File: src/design/qkm_pkg.sv
// Shared types, constants and lookup functions for the quadrilateral keypoint metrics block.
// Used by every module of the block; depends on nothing else.
`default_nettype none

package qkm_pkg;

    localparam int ANGLE_FRAC_BITS_DEF = 12;
    localparam int CORDIC_STAGES_DEF   = 14;
    localparam int ATAN_TAB_LEN        = 24;
    localparam int ACC_BITS            = 30;
    localparam int ANG_W               = 36;
    localparam int CORD_W              = 40;
    localparam int LEN_W               = 33;
    localparam int DIV_STEPS           = 32;
    localparam int SQRT_STEPS          = 16;
    localparam int ASP_LAT             = 3 + DIV_STEPS + SQRT_STEPS;
    localparam int LATENCY             = 1 + ASP_LAT + 2;

    localparam logic signed [ANG_W-1:0] PI_Q30      = 36'sd3373259426;
    localparam logic signed [ANG_W-1:0] HALF_PI_Q30 = 36'sd1686629713;

    typedef struct packed {
        logic signed [15:0] tl_x;
        logic signed [15:0] tl_y;
        logic signed [15:0] tr_x;
        logic signed [15:0] tr_y;
        logic signed [15:0] br_x;
        logic signed [15:0] br_y;
        logic signed [15:0] bl_x;
        logic signed [15:0] bl_y;
        logic signed [15:0] shift_x;
        logic signed [15:0] shift_y;
    } qkm_req_t;

    typedef struct packed {
        logic signed [15:0] out_tl_x;
        logic signed [15:0] out_tl_y;
        logic signed [15:0] out_tr_x;
        logic signed [15:0] out_tr_y;
        logic signed [15:0] out_br_x;
        logic signed [15:0] out_br_y;
        logic signed [15:0] out_bl_x;
        logic signed [15:0] out_bl_y;
        logic signed [15:0] mid_x;
        logic signed [15:0] mid_y;
        logic        [15:0] aspect;
        logic        [15:0] skew_error;
    } qkm_res_t;

    typedef struct packed {
        logic signed [15:0] tl_x;
        logic signed [15:0] tl_y;
        logic signed [15:0] tr_x;
        logic signed [15:0] tr_y;
        logic signed [15:0] br_x;
        logic signed [15:0] br_y;
        logic signed [15:0] bl_x;
        logic signed [15:0] bl_y;
    } qkm_pts_t;

    typedef struct packed {
        logic signed [ANG_W-1:0] roll;
        logic signed [ANG_W-1:0] left;
        logic signed [ANG_W-1:0] right;
    } qkm_ang_t;

    function automatic logic signed [ANG_W-1:0] atan_q30(input int idx);
        case (idx)
            0:       return 36'sd843314857;
            1:       return 36'sd497837829;
            2:       return 36'sd263043837;
            3:       return 36'sd133525159;
            4:       return 36'sd67021687;
            5:       return 36'sd33543516;
            6:       return 36'sd16775851;
            7:       return 36'sd8388437;
            8:       return 36'sd4194283;
            9:       return 36'sd2097149;
            10:      return 36'sd1048576;
            11:      return 36'sd524288;
            12:      return 36'sd262144;
            13:      return 36'sd131072;
            14:      return 36'sd65536;
            15:      return 36'sd32768;
            16:      return 36'sd16384;
            17:      return 36'sd8192;
            18:      return 36'sd4096;
            19:      return 36'sd2048;
            20:      return 36'sd1024;
            21:      return 36'sd512;
            22:      return 36'sd256;
            23:      return 36'sd128;
            default: return '0;
        endcase
    endfunction

endpackage

`default_nettype wire

File: src/design/qkm_cordic.sv
// One angle lane: pipelined vectoring CORDIC, one micro-rotation per stage.
// Depends on qkm_pkg for widths, pi and the arctangent table.
`default_nettype none

module qkm_cordic
    import qkm_pkg::*;
#(
    parameter int CORDIC_STAGES = CORDIC_STAGES_DEF
)
(
    input  wire logic                    clk,
    input  wire logic signed [17:0]      vec_x,
    input  wire logic signed [17:0]      vec_y,
    output logic signed [ANG_W-1:0]      angle
);

    logic signed [CORD_W-1:0] x_reg [0:CORDIC_STAGES];
    logic signed [CORD_W-1:0] y_reg [0:CORDIC_STAGES];
    logic signed [ANG_W-1:0]  z_reg [0:CORDIC_STAGES];
    logic                     zero_reg [0:CORDIC_STAGES];

    logic signed [18:0]       ax_next;
    logic signed [18:0]       ay_next;
    logic signed [ANG_W-1:0]  z_next;

    always_comb
    begin
        if (vec_x < 0)
        begin
            ax_next = -19'(vec_x);
            ay_next = -19'(vec_y);
            z_next  = (vec_y >= 0) ? PI_Q30 : -PI_Q30;
        end
        else
        begin
            ax_next = 19'(vec_x);
            ay_next = 19'(vec_y);
            z_next  = '0;
        end
    end

    always_ff @(posedge clk)
    begin
        x_reg[0]    <= CORD_W'(ax_next) <<< 16;
        y_reg[0]    <= CORD_W'(ay_next) <<< 16;
        z_reg[0]    <= z_next;
        zero_reg[0] <= (vec_x == 0) && (vec_y == 0);
    end

    for (genvar i = 0; i < CORDIC_STAGES; i++)
    begin : g_stage
        always_ff @(posedge clk)
        begin
            if (!y_reg[i][CORD_W-1])
            begin
                x_reg[i+1] <= x_reg[i] + (y_reg[i] >>> i);
                y_reg[i+1] <= y_reg[i] - (x_reg[i] >>> i);
                z_reg[i+1] <= z_reg[i] + atan_q30(i);
            end
            else
            begin
                x_reg[i+1] <= x_reg[i] - (y_reg[i] >>> i);
                y_reg[i+1] <= y_reg[i] + (x_reg[i] >>> i);
                z_reg[i+1] <= z_reg[i] - atan_q30(i);
            end
            zero_reg[i+1] <= zero_reg[i];
        end
    end

    assign angle = zero_reg[CORDIC_STAGES] ? '0 : z_reg[CORDIC_STAGES];

endmodule

`default_nettype wire

File: config.mk
export PLATFORM = sky130hd
export DESIGN_NAME = qkm_cordic
export DESIGN_NICKNAME = d
export VERILOG_FILES = /design/src/design/qkm_pkg.sv /design/src/design/qkm_cordic.sv
export SDC_FILE = /design/constraint.sdc
export NUM_CORES = 2
export LEC_CHECK = 0
export BUFFER_PORTS_ARGS = -buffer_cell sky130_fd_sc_hd__buf_4
export CORE_MARGIN = 3
export CORE_UTILIZATION = 40
export CTS_BUF_LIST = sky130_fd_sc_hd__clkbuf_8
export DETAILED_ROUTE_END_ITERATION = 6
export GPL_ROUTABILITY_DRIVEN = 0
export PLACE_DENSITY_LB_ADDON = 0.3
export SYNTH_ARGS = -nofsm -noshare
export SYNTH_HDL_FRONTEND = slang
export SYNTH_SLANG_ARGS = --single-unit
File: constraint.sdc
create_clock -name clk -period 5.58 [get_ports clk]
set_clock_uncertainty 0.15 [all_clocks]
set_input_delay 0.279 -clock clk [delete_from_list [all_inputs] [get_ports clk]]
set_output_delay 0.279 -clock clk [all_outputs]
set_load 0.005 [all_outputs]
==> flow_summary.toml <==
[outcome]
status = "complete, no violations"

[worst_setup_path]
path_max_fanout = 7
path_common_cell = "a21o_1"
crit_family = "simple AND/OR/NAND/NOR gates"
cpMaxStageDelayCell = "nor4_1"
critical_path_required_ns = 6.31
crit_chain = "nor3_1, nand2_1, nor4_1, nand2_1, nor4_1, and2_1, a21oi_1, nor4_1, xnor2_1, ha_1, a21o_1, a21o_1, a21o_1, a21o_1, a31oi_1, o21ai_0, a21o_1, a21oi_1, xnor2_1"
crit_buf_inv = 0
slowest_delay_ns = 0.53
crit_type = "flop to flop"
worstPathArrival_ns = 5.88
crit_path_end_kind = "flop"
setup.worst_path.start_class = "flop"

[placement]
io_buffers = 72
dp_slack_ns = 0.497
dp_hpwl_microns = 202000

[cts]
cts_buffers = 221
cts_root_buf = "clkbuf_8"
cts_buffer_depth = 3
clock-sinks = 1366
htreeDepth = 4
clk_pin_slew_ns = 0.07
cts_tree = "built"
clock_latency_ns = 0.97

[synthesis]
synth.distinct_cells = 90
async_reset_ff_frac = 0
synth_top_area_share = 0.278
synth_nets = 12949
yosysTopAreaCell = "dfxtp_1"
synth_area_sq_um = 98300
synth_edf_count = 0
avgSynthCellArea_sq_um = 8.46
synth-warning-count = 0
synth_flop_cell = "dfxtp_1"
synthTopCellsByArea = "dfxtp_1, ha_1, xnor2_1"
synth_cells = 11623
ys_seq_area_frac = 0.278
synth-seq-cells = 1366

[floorplanning]
die_width_microns = 502
die_h_microns = 502
fp.coreArea_sq_um = 244000
core.rowCount = 181
ios = 73
floorplan.initialDensity = 0.403
dieArea_sq_um = 252000

[grt]
grtUsageTotal = 0.195
grt_antenna_before_repair = 9
grt_max_degree = 76
grt-ovfl-total = 0
grt_pass1_vias = 78534
grt_pass1_wl_microns = 407000

[sta]
final_hold_viol_count = 0
tns_ns = 0
finalCriticalPeriod_ns = 5.15
setup_viol = 0
rsz0062_at_grt = "false"
tightest_slew_ns = 1.12
setup_ws_ns = 0.429
finalCritPeriodShare = 0.923
fmax_mhz = 194
maxSlewViolCount = 0
slew_headroom = 0.232

[layout]
multi_input_area_sq_um = 68400
seqCellArea_sq_um = 27400
layout_common_cells = "dfxtp_1, ha_1, a21oi_1"
drive_gt1_frac = 0.0525
fillers = 24238
final_nets = 13240
final_common_cell = "dfxtp_1"
syn_to_final_growth_pct = 10.5
largest_register_ffs = 492

[routing]
drt_wl_total_microns = 251000
wl_per_cell_microns = 16.4
via_per_inst = 5.30
remaining_drc_errors = 0
detail-route-antenna-nets = 0
first_pass_iters = 6
num_vias = 81100
dr.first_iter.drc_count = 4527

[flow_run]
drv_cap = 0

[hold_path]
hp-class = "input port to flop"
cell type report:
cell class                      instances  area share
Sequential cell                      1366       0.252
Clock inverter                        134     0.00924
Inverter                              494      0.0171
Clock buffer                          272      0.0345
Multi-Input combinational cell       9574       0.630
Antenna cell                           12    0.000276
Timing Repair Buffer                  257      0.0204
Tap cell                             3202      0.0369
what timing repair did:
action / 4_1_cts / 5_1_grt
resized for setup: 0 / 2
endpoints found under the hold margin: 41 / 0
hold buffers: 105 / 0
buffers inserted: 0 / 0
endpoints found under the setup margin: 0 / 5
final timing paths:
check | from | end | slack, ns | cells past startpoint
worst min-delay path | vec_y[0] | y_reg[0][17] | 0.14 | 6
worst max register to register | x_reg[8][8] | y_reg[9][39] | 0.43 | 19
worst min register to register | z_reg[13][6] | z_reg[14][6] | 0.17 | 0
worst max-delay path | x_reg[8][8] | y_reg[9][39] | 0.43 | 19
cell usage after synthesis (29+ instances only):
| master | instances |
|---|---|
| dfxtp_1 | 1366 |
| ha_1 | 1259 |
| a21oi_1 | 1255 |
| xnor2_1 | 1097 |
| nor2_1 | 1056 |
| xor2_1 | 616 |
| a21o_1 | 609 |
| o21ai_0 | 565 |
| nand2_1 | 528 |
| inv_1 | 491 |
| nor3_1 | 303 |
| nor2b_1 | 214 |
| nand2b_1 | 189 |
| nand3_1 | 186 |
| o21a_1 | 168 |
| clkbuf_1 | 159 |
| a31oi_1 | 141 |
| o21bai_1 | 138 |
| and3_1 | 131 |
| nand4_1 | 99 |
| nor4_1 | 98 |
| a211oi_1 | 83 |
| and2_1 | 80 |
| or3_1 | 60 |
| o31ai_1 | 58 |
| o41ai_1 | 41 |
| or2_2 | 33 |
| mux2_2 | 32 |
| a21boi_0 | 30 |
| fa_1 | 30 |
| o211ai_1 | 29 |
kinds of logic (layout without fill, tap and decap cells):
| group | Yosys count | in the layout | share of synthesized area |
|---|---|---|---|
| AOI/OAI and AO/OA | 3415 | 3415 | 0.218 |
| and+or+nand+nor | 3106 | 3106 | 0.154 |
| xor gates and xnor gates | 1713 | 1713 | 0.153 |
| DFF | 1366 | 1366 | 0.278 |
| adders and majority gates | 1289 | 1289 | 0.166 |
| buffers and inverters | 683 | 1157 | 0.0261 |
| muxes | 50 | 50 | 0.00550 |
| other | 1 | 13 | 0.0000381 |
through the flow:
step,utilization,hold slack [ns],instance area (sq um),std cells
2_1_floorplan,-,0.157,98300,11623
3_3_place_gp,0.422,0.160,103000,14788
3_5_place_dp,0.422,0.162,103000,14788
4_1_cts,0.445,0.0260,109000,15299
5_1_grt,0.445,0.101,109000,15309
6_report,0.445,0.145,109000,15311
tightest hold or removal path, delay by kind of cell:
kind,cells,cell delay (ns)
buffers and inverters,3,0.72
adder cells (fa/ha/maj),1,0.12
AND/OR/NAND/NOR,1,0.05
AO/OA/AOI/OAI,1,0.05
routing by layer:
| layer | wire length, microns | up-vias | global-route usage |
|---|---|---|---|
| li1 | - | 42189 | - |
| met1 | 111000 | 36857 | 0.235 |
| met2 | 119000 | 1513 | 0.342 |
| met3 | 8510 | 539 | 0.0250 |
| met4 | 12000 | 2 | 0.0890 |
| met5 | 7 | - | 0 |
Power is not shown: default switching activity piles up to over one toggle a cycle in this logic, so the estimate is an artifact.
